===== src/hw/rtl/ftss_pkg.sv =====
// ----------------------------------------------------------------------------
// Flex test stepper sequencer package
// Phase, command and end-cause codes and the control word that the core hands
// to the top level with each result.
// ----------------------------------------------------------------------------
package ftss_pkg;

  localparam logic [1:0] PH_IDLE      = 2'd0;
  localparam logic [1:0] PH_RAISING   = 2'd1;
  localparam logic [1:0] PH_MEASURING = 2'd2;
  localparam logic [1:0] PH_LOWERING  = 2'd3;

  localparam logic [1:0] CMD_NONE  = 2'd0;
  localparam logic [1:0] CMD_START = 2'd1;
  localparam logic [1:0] CMD_STOP  = 2'd2;

  localparam logic [1:0] CAUSE_NONE = 2'd0;
  localparam logic [1:0] CAUSE_DISP = 2'd1;
  localparam logic [1:0] CAUSE_LOAD = 2'd2;

  localparam logic CFG_MAX_COUNT  = 1'b0;
  localparam logic CFG_LOAD_LIMIT = 1'b1;

  localparam int MAX_COUNT_RST  = 7500;
  localparam int LOAD_LIMIT_RST = 50000;

  typedef struct packed {
    logic       step_level;
    logic       dir_level;
    logic       motor_awake;
    logic [1:0] phase;
    logic       finished;
    logic [1:0] end_cause;
  } ctrl_t;

endpackage


===== src/hw/rtl/flex_test_stepper_sequencer_top.sv =====
// ----------------------------------------------------------------------------
// Flex test stepper sequencer top level
// Stream wrapper with an input register and a result register around the
// sequencer core.
// ----------------------------------------------------------------------------
// Each accepted item is one pass of the bend-test control loop and yields
// exactly one result item via the input and result registers. One item is
// accepted in every cycle while the output does not stall: the item is held
// in an input register, the core works the whole pass against its state
// registers, and the result register holds a result until it is taken,
// stalling the input side meanwhile. The sustained rate is one item per clock
// while results are taken. Configuration writes take effect at the clock edge
// of the write and are meant to happen only while no item is in flight.
module flex_test_stepper_sequencer_top #(
  parameter int SAMPLE_BITS = 24,
  parameter int COUNT_BITS  = 16
) (
  input  logic                clk_i,
  input  logic                rst_ni,
  input  logic                cfg_we_i,
  input  logic                cfg_index_i,
  input  logic [((COUNT_BITS > SAMPLE_BITS + 1) ? COUNT_BITS : SAMPLE_BITS + 1)-1:0]
                              cfg_data_i,
  input  logic                s_axis_tvalid,
  output logic                s_axis_tready,
  // command, upper_press, lower_press, tick, left_valid, left_sample,
  // right_valid, right_sample, zero fill.
  input  logic [((2 * SAMPLE_BITS + 7 + 7) / 8) * 8 - 1:0] s_axis_tdata,
  output logic                m_axis_tvalid,
  input  logic                m_axis_tready,
  // step_level, dir_level, motor_awake, phase, finished, displacement,
  // end_cause, zero fill.
  output logic [((COUNT_BITS + 8 + 7) / 8) * 8 - 1:0] m_axis_tdata
);
  import ftss_pkg::*;

  localparam int CFG_W = (COUNT_BITS > SAMPLE_BITS + 1) ? COUNT_BITS : SAMPLE_BITS + 1;
  localparam int IN_W  = ((2 * SAMPLE_BITS + 7 + 7) / 8) * 8;
  localparam int OUT_W = ((COUNT_BITS + 8 + 7) / 8) * 8;
  localparam int RES_W = COUNT_BITS + 8;

  logic                  in_valid_q;
  logic [IN_W-1:0]       in_q;
  logic                  out_valid_q;
  logic [RES_W-1:0]      out_q;
  logic                  advance;
  logic                  fire;
  ctrl_t                 ctrl;
  logic [COUNT_BITS-1:0] displacement;

  assign advance       = !out_valid_q || m_axis_tready;
  assign fire          = in_valid_q && advance;
  assign s_axis_tready = !in_valid_q || advance;

  always_ff @(posedge clk_i or negedge rst_ni) begin
    if (!rst_ni) begin
      in_valid_q <= 1'b0;
    end else if (s_axis_tready) begin
      in_valid_q <= s_axis_tvalid;
    end
  end

  always_ff @(posedge clk_i) begin
    if (s_axis_tready && s_axis_tvalid) begin
      in_q <= s_axis_tdata;
    end
  end

  ftss_core #(
    .SAMPLE_BITS (SAMPLE_BITS),
    .COUNT_BITS  (COUNT_BITS),
    .CFG_W       (CFG_W)
  ) u_core (
    .clk_i          (clk_i),
    .rst_ni         (rst_ni),
    .cfg_we_i       (cfg_we_i),
    .cfg_index_i    (cfg_index_i),
    .cfg_data_i     (cfg_data_i),
    .fire_i         (fire),
    .command_i      (in_q[1:0]),
    .upper_press_i  (in_q[2]),
    .lower_press_i  (in_q[3]),
    .tick_i         (in_q[4]),
    .left_valid_i   (in_q[5]),
    .left_sample_i  (in_q[6 +: SAMPLE_BITS]),
    .right_valid_i  (in_q[6 + SAMPLE_BITS]),
    .right_sample_i (in_q[7 + SAMPLE_BITS +: SAMPLE_BITS]),
    .ctrl_o         (ctrl),
    .displacement_o (displacement)
  );

  always_ff @(posedge clk_i or negedge rst_ni) begin
    if (!rst_ni) begin
      out_valid_q <= 1'b0;
    end else if (advance) begin
      out_valid_q <= in_valid_q;
    end
  end

  always_ff @(posedge clk_i) begin
    if (fire) begin
      out_q <= {ctrl.end_cause, displacement, ctrl.finished, ctrl.phase,
                ctrl.motor_awake, ctrl.dir_level, ctrl.step_level};
    end
  end

  assign m_axis_tvalid = out_valid_q;
  assign m_axis_tdata  = OUT_W'(out_q);

endmodule


===== src/hw/rtl/ftss_core.sv =====
// ----------------------------------------------------------------------------
// Flex test stepper sequencer core
// Holds the test state and configuration and works one control-loop pass per
// fired item combinationally against its state registers.
// ----------------------------------------------------------------------------
module ftss_core #(
  parameter int SAMPLE_BITS = 24,
  parameter int COUNT_BITS  = 16,
  parameter int CFG_W       = 25
) (
  input  logic                   clk_i,
  input  logic                   rst_ni,
  input  logic                   cfg_we_i,
  input  logic                   cfg_index_i,
  input  logic [CFG_W-1:0]       cfg_data_i,
  input  logic                   fire_i,
  input  logic [1:0]             command_i,
  input  logic                   upper_press_i,
  input  logic                   lower_press_i,
  input  logic                   tick_i,
  input  logic                   left_valid_i,
  input  logic [SAMPLE_BITS-1:0] left_sample_i,
  input  logic                   right_valid_i,
  input  logic [SAMPLE_BITS-1:0] right_sample_i,
  output ftss_pkg::ctrl_t        ctrl_o,
  output logic [COUNT_BITS-1:0]  displacement_o
);
  import ftss_pkg::*;

  logic [COUNT_BITS-1:0]    max_count_q;
  logic [SAMPLE_BITS:0]     load_limit_q;
  logic [1:0]               phase_q, phase_d;
  logic [COUNT_BITS-1:0]    count_q, count_d;
  logic [SAMPLE_BITS-1:0]   left_q, left_d;
  logic [SAMPLE_BITS-1:0]   right_q, right_d;
  logic                     step_q, step_d;
  logic                     dir_q, dir_d;
  logic                     awake_q, awake_d;
  logic [1:0]               cause;
  logic signed [SAMPLE_BITS:0] load_sum;

  always_ff @(posedge clk_i or negedge rst_ni) begin
    if (!rst_ni) begin
      max_count_q  <= COUNT_BITS'(MAX_COUNT_RST);
      load_limit_q <= (SAMPLE_BITS + 1)'(LOAD_LIMIT_RST);
    end else if (cfg_we_i) begin
      case (cfg_index_i)
        CFG_MAX_COUNT:  max_count_q  <= cfg_data_i[COUNT_BITS-1:0];
        CFG_LOAD_LIMIT: load_limit_q <= cfg_data_i[SAMPLE_BITS:0];
        default: ;
      endcase
    end
  end

  always_comb begin
    phase_d = phase_q;
    count_d = count_q;
    step_d  = step_q;
    dir_d   = dir_q;
    awake_d = awake_q;
    cause   = CAUSE_NONE;

    case (command_i)
      CMD_START: begin
        phase_d = PH_RAISING;
        awake_d = 1'b1;
        dir_d   = 1'b0;
        step_d  = 1'b0;
      end
      CMD_STOP: begin
        phase_d = PH_IDLE;
        awake_d = 1'b0;
      end
      default: ;
    endcase

    if (upper_press_i && phase_d == PH_RAISING) begin
      phase_d = PH_MEASURING;
      count_d = '0;
    end

    if (lower_press_i && phase_d == PH_LOWERING) begin
      phase_d = PH_IDLE;
      awake_d = 1'b0;
    end

    if (tick_i) begin
      if (phase_d != PH_IDLE) begin
        step_d = ~step_d;
      end
      if (phase_d == PH_MEASURING) begin
        if (count_d != '1) begin
          count_d = count_d + 1'b1;
        end
        if (count_d > max_count_q) begin
          phase_d = PH_LOWERING;
          awake_d = 1'b1;
          dir_d   = 1'b1;
          step_d  = 1'b0;
          cause   = CAUSE_DISP;
        end
      end
    end

    left_d  = left_valid_i  ? left_sample_i  : left_q;
    right_d = right_valid_i ? right_sample_i : right_q;
    load_sum = $signed({left_d[SAMPLE_BITS-1], left_d})
             + $signed({right_d[SAMPLE_BITS-1], right_d});

    if (load_sum > $signed(load_limit_q) && phase_d == PH_MEASURING) begin
      phase_d = PH_LOWERING;
      awake_d = 1'b1;
      dir_d   = 1'b1;
      step_d  = 1'b0;
      cause   = CAUSE_LOAD;
    end
  end

  always_ff @(posedge clk_i or negedge rst_ni) begin
    if (!rst_ni) begin
      phase_q <= PH_IDLE;
      count_q <= '0;
      left_q  <= '0;
      right_q <= '0;
      step_q  <= 1'b0;
      dir_q   <= 1'b0;
      awake_q <= 1'b0;
    end else if (fire_i) begin
      phase_q <= phase_d;
      count_q <= count_d;
      left_q  <= left_d;
      right_q <= right_d;
      step_q  <= step_d;
      dir_q   <= dir_d;
      awake_q <= awake_d;
    end
  end

  assign ctrl_o.step_level  = step_d;
  assign ctrl_o.dir_level   = dir_d;
  assign ctrl_o.motor_awake = awake_d;
  assign ctrl_o.phase       = phase_d;
  assign ctrl_o.finished    = (phase_d == PH_IDLE);
  assign ctrl_o.end_cause   = cause;
  assign displacement_o     = count_d;

`ifndef SYNTHESIS
  a_awake_tracks_phase: assert property (@(posedge clk_i) disable iff (!rst_ni)
    awake_q == (phase_q != PH_IDLE))
    else $error("driver enable disagrees with phase");

  a_end_enters_lowering: assert property (@(posedge clk_i) disable iff (!rst_ni)
    (fire_i && cause != CAUSE_NONE) |=>
      (phase_q == PH_LOWERING && dir_q && awake_q && !step_q))
    else $error("end of measuring did not start lowering");

  a_count_holds_idle: assert property (@(posedge clk_i) disable iff (!rst_ni)
    !fire_i |=> $stable(count_q) && $stable(phase_q))
    else $error("state changed without an item");

  a_measure_entry: assert property (@(posedge clk_i) disable iff (!rst_ni)
    (fire_i && phase_d == PH_MEASURING && phase_q != PH_MEASURING) |->
      (upper_press_i && (phase_q == PH_RAISING || command_i == CMD_START)))
    else $error("measuring entered without an upper limit press in raising");
`endif

endmodule

===== config.mk =====
export PLATFORM = sky130hd
export DESIGN_NAME = flex_test_stepper_sequencer_top
export DESIGN_NICKNAME = d
export VERILOG_FILES = /design/src/hw/rtl/ftss_pkg.sv /design/src/hw/rtl/flex_test_stepper_sequencer_top.sv /design/src/hw/rtl/ftss_core.sv
export SDC_FILE = /design/constraint.sdc
export NUM_CORES = 1
export LEC_CHECK = 0
export BUFFER_PORTS_ARGS = -buffer_cell sky130_fd_sc_hd__buf_2
export CAP_MARGIN = 20
export CORE_ASPECT_RATIO = 2
export CORE_MARGIN = 4
export CORE_UTILIZATION = 64
export DETAILED_ROUTE_END_ITERATION = 6
export PLACE_DENSITY = 0.86
export SLEW_MARGIN = 5
export SYNTH_ARGS = -nofsm -noshare
export SYNTH_HDL_FRONTEND = slang
export SYNTH_SLANG_ARGS = --single-unit
export TNS_END_PERCENT = 10

===== constraint.sdc =====
create_clock -name clk_i -period 15.1 [get_ports clk_i]
set_input_delay 2.265 -clock clk_i [delete_from_list [all_inputs] [get_ports clk_i]]
set_output_delay 2.265 -clock clk_i [all_outputs]
set_load 0.01 [all_outputs]

# Word level (Yosys, flattened, before mapping)
# Cells that the tools add are included.
# W data, S select, Z words.
# op_classes
n_addsub	2
magnitude_cmp	2
n_eq_ne	7
mux	35
n_bitwise	4
reduce_logical	14
# op_table
cell	n
$mux W16	6
$mux W24	2
$add A24 B24 Y25	1
$gt A25 B25 Y1	1
$mux W1	17
$add A16 B1 Y16 const B	1
$gt A16 B16 Y1	1
$mux W2	8
$ne A16 B16 Y1 const B	1
$eq A2 B2 Y1 const B	4
$logic_and A1 B1 Y1	5
$eq A2 B1 Y1 const B	2
$not A1 Y1	4
$pmux W2 S2	1
$reduce_and A2 Y1	2
$reduce_or A3 Y1	1
$logic_not A1 Y1	2
$logic_not A2 Y1	1
$logic_or A1 B1 Y1	2
$pmux W1 S2	1
$reduce_bool A2 Y1	1
# word_totals
reg_bits	191
out_inout_bits	26

# Logic depth before layout (Yosys ltp)
# depth
depth_word	19
mapped_depth	25

# Hierarchy
# Synthesis repeated with hierarchy kept, for this count alone.
# unflattened
cells_unflattened	993
area_unflattened_um2	10357.4
# modules_own_cells
module	n_inst	cells_per_inst	area_each_um2
ftss_core	1	906	7881.3
flex_test_stepper_sequencer_top	1	87	2476.1

# Worst setup path before layout
# OpenSTA, ideal clock, no wires.
# synth_path
path_type	register to register
start	reg in_q[30]
end	reg out_q[0], in the netlist m_axis_tdata[0] (data pin)
setup_ps	267
arrival_time_ps	4647
required_time_ps	14833
setup_slack_ps	10186
path_stages_with_launch	21
path_buffers	2
synth_period_minus_slack_ps	4914
path_cell_list	edfxtp_1 -> clkbuf_1 -> clkbuf_1 -> mux2_2 -> ha_1 -> nor2b_4 -> o31a_1 -> o32ai_4 -> o22ai_2 -> o41a_1 -> a41oi_2 -> a21oi_2 -> xor2_1 -> ha_1 -> nand4_1 -> nor4_1 -> o31a_1 -> a211o_1 -> o21ai_1 -> o21ai_0 -> nor2_1
# synth_rtl
element	line	source
start: declaration	flex_test_stepper_sequencer_top.sv:43	logic [IN_W-1:0] in_q;
start signal: assignment	flex_test_stepper_sequencer_top.sv:65	in_q <= s_axis_tdata;
end signal: assignment	flex_test_stepper_sequencer_top.sv:102	out_q <= {ctrl.end_cause, displacement, ctrl.finished, ctrl.phase,
end: declaration	flex_test_stepper_sequencer_top.sv:45	logic [RES_W-1:0] out_q;

==> results.md <==
* Status: complete, no violations
* Die width at 97.6 um
* Drt total wl at 21,300 um
* Syn-to-layout area delta at 13.4%
* Vias in the first global route at 7,427
* RSZ-0062 raised after global routing: no
* Reg2Reg Setup Slack at 9.10 ns
* Crit path largest cell delay at 0.58 ns
* Clock skew at 0.00980 ns
* Yosys warnings at 0
* # hold bufs at CTS at 0
* CP Launch Type: flip-flop
* # diodes at 0
* RR Endpoint: m_axis_tdata[0]$_DFFE_PP_
* I/O pin total at between 100 and 150
* Clock transition at the registers of the reported paths at 0.07 ns
* Place WS at 9.23 ns
* Initial antenna violation count at 0
* DR vias at 7,076
* Final Cell Area at approximately 0.012 mm^2
* Initial core utilization at 0.651
* Final period util at 0.397
* Per-cell routed wire length at 17.7 um
* I/O Buffers at approximately 110
* Post-CTS Setup Repair Bufs at 0
* Fmax at 167 MHz
* CP max FO at 13
* Utilization after layout at 0.739
* Syn Inst Count at 887
* Crit end category: flip-flop
* Worst Hold Launch: in_valid_q$_DFFE_PN0N_
* Die ar. at 0.0183 mm^2
* Dominant synthesized flop cell: dfrtp_1
* Fin Hold WS at 0.494 ns
* Hold Crit Depth at 1
* Final Max Tran Viols at 0
* Vias per inst at 5.86
* CP arrival at 6.16 ns
* Slowest stage cell on the critical path: or3_1
* Minimum clock period at 6.00 ns
* Synth area leader: dfrtp_1
* Reg2reg start: in_q[0]$_DFFE_PP_
* Crit path kind: reg2reg
* PostCTS Resize Cnt at 0
* Average size of a mapped cell at 11.6 um^2
* Final setup violation count at 0
* Setup TNS at 0 ns
* First drt pass iteration count at 6
* Top-count cell post-synth: mux2_2
* Total GRT Usage at 0.242
* Reg2Reg Depth at 21
* Hold Crit Endpoint: m_axis_tvalid$_DFFE_PN0P_
* Fin nets at 1,148
* Congestion Overflow GR at 0
* Core Box Area at 0.0158 mm^2
* Placed cell area at between 0.01 and 0.015 mm^2
* Sequential fraction of the synthesis area at 0.505
* Slew of the pin with the lowest slew margin at 0.874 ns
* First-pass GRT wire length at 35,500 um
* Die height at 187 um
* Final worst slack at 9.10 ns
* Slew headroom at 0.411
* Largest net degree at the start of global routing at 66
* Clock Latency Late Sink at 0.42 ns
* DRC Markers at 0
* Hold Crit Class: reg2reg
* CTS tree: built
* Synth area leaders: dfrtp_1 (24%), edfxtp_1 (23%), mux2_2 (13%), ha_1 (8.2%), dfstp_2 (3.3%)
* Worst-case clock buffer depth at 2
* Top post-synthesis cells by count: mux2_2 (119), dfrtp_1 (99), edfxtp_1 (79)
* Max Cap Viol at 0
* Synthesized flop and latch total at 191
* Post-synth ARST share at 0.586
* CTS Sinks at 191
* H-tree lvl count at 4
* Leakage at 5.07 nW
* Share of cells above drive strength 1 at 0.300
* Post-synth EDFFs at 79
* # rows at 65
* WP data required at 15.26 ns
* Net Count, Synth at 1,042
* Final RePlAce weighted congestion at roughly 0.95
* Power per cell area at 153 mW/mm^2
* VDD IR-drop max at 0.128 mV
* Worst path cell trace: ha_1 > and3b_1 > o21ai_2 > nand2_1 > inv_1 > ha_1 > and3_1 > nand4_2 > or3_1 > nand2_1 > nor3_1 > xnor2_1 > nor2_1 > ha_1 > nand3_1 > nor4_1 > o21ai_0 > o2111ai_1 > nand2_1 > o21ai_0 > nor2_1
* Root buf cell: clkbuf_16
* Top cell type's share of synthesized area at 0.241
* Yosys cell types at 69
* Final ANT Viol Nets at 0
* Mapped cell area at 0.0103 mm^2
* Post-DP HPWL at 15,600 um
* Initial DRC Count at 270
* CTS Buf Count at 17
* Final hold vios at 0
## where the power goes
part           internal (W)  switching, W
Combinational      0.000299      0.000336
Sequential         0.000640     0.0000474
Clock              0.000269      0.000188
Total               0.00121      0.000571
## layer usage
metal | GRT usage | vias to the layer above | part of all wire
met5 | 0 | - | 0
met3 | 0.0336 | 66 | 0.035
met2 | 0.449 | 200 | 0.55
met1 | 0.255 | 3403 | 0.36
li1 | - | 3407 | -
met4 | 0.141 | 0 | 0.055
## layout by cell type (no fill, tap or decap), types with 4 or more instances in the layout
cell type  netlist  final
mux2_2         119    119
dfstp_2         13     13
xnor2_1         26     26
a21oi_1         36     36
o21ai_0         51     51
nand2b_1         6      6
nand2_1         76     76
a211oi_1         4      4
edfxtp_1        79     79
buf_2            7    110
nand4_1          9      9
clkbuf_1        25      4
buf_4            0      7
xor2_1          18     18
or3_1            4      4
a22o_1           6      6
clkbuf_16        0     19
a21o_1          18     18
inv_1           58     58
o31ai_1         10     10
nand3_1         13     13
nor2_1          46     46
dfrtp_1         99     99
ha_1            67     67
a31oi_1          6      6
o21a_1          10     10
nor3_1          11     11
nor2b_1          7      6
## cells by family (layout without fill, tap and decap cells)
kind of cell	after synthesis	count (layout)	share of synthesized area
flops	191	191	0.505
compound gates	173	173	0.113
fa+ha+maj	68	68	0.0835
xor+xnor	44	44	0.0375
buf+inv	91	210	0.0341
simple gates	198	198	0.0936
mux	122	122	0.133
## state kept, by name (all words and copies together), names as in the netlist
name                 count
u_core.dir_q             1
u_core.load_limit_q     25
u_core.max_count_q      16
u_core.left_q           24
u_core.phase_q           2
u_core.step_q            1
m_axis_tvalid            1
u_core.count_q          16
in_q                    55
m_axis_tdata            24
u_core.awake_q           1
in_valid_q               1
u_core.right_q          24
## layout make-up
class / instances / area [um^2]
clock buffers: 24 / 504
clock inverters: 8 / 98.8
fillers: 1093 / 4130
inverters: 59 / 221
multi-input cells: 605 / 4740
flip-flops and latches: 191 / 5190
well taps: 201 / 251
repair buffers: 119 / 646
## metrics by stage
| step | instances | total power [W] |
|---|---|---|
| after global placement | 1173 | 0.00129 |
| after global routing | 1207 | 0.00189 |
| after CTS | 1205 | 0.00179 |
| after detailed placement | 1173 | 0.00132 |
| after floorplan | 887 | 0.00117 |
| final | 1207 | 0.00178 |
## worst max-delay path by stage
stage | from | endpoint | slack [ns] | depth (start not counted)
after floorplan | in_q[30]$_DFFE_PP_ | m_axis_tdata[0]$_DFFE_PP_ | 10.19 | 20
after global placement | in_q[0]$_DFFE_PP_ | m_axis_tdata[0]$_DFFE_PP_ | 9.30 | 21
after detailed placement | in_q[0]$_DFFE_PP_ | m_axis_tdata[0]$_DFFE_PP_ | 9.23 | 21
after CTS | in_q[0]$_DFFE_PP_ | m_axis_tdata[0]$_DFFE_PP_ | 9.16 | 21
after global routing | in_q[0]$_DFFE_PP_ | m_axis_tdata[0]$_DFFE_PP_ | 8.81 | 21
final | in_q[0]$_DFFE_PP_ | m_axis_tdata[0]$_DFFE_PP_ | 9.10 | 21
## worst max-delay path: cells and delay by family, from the launching register on
| kind | cells | cell delay (ns) |
|---|---|---|
| AND/OR/NAND/NOR | 12 | 2.85 |
| flip-flops | 1 | 0.37 |
| XOR/XNOR | 1 | 0.15 |
| buffers and inverters | 1 | 0.15 |
| AO/OA/AOI/OAI | 4 | 1.26 |
| adder cells (fa/ha/maj) | 3 | 0.95 |
Power figures use the tool's default switching activity.
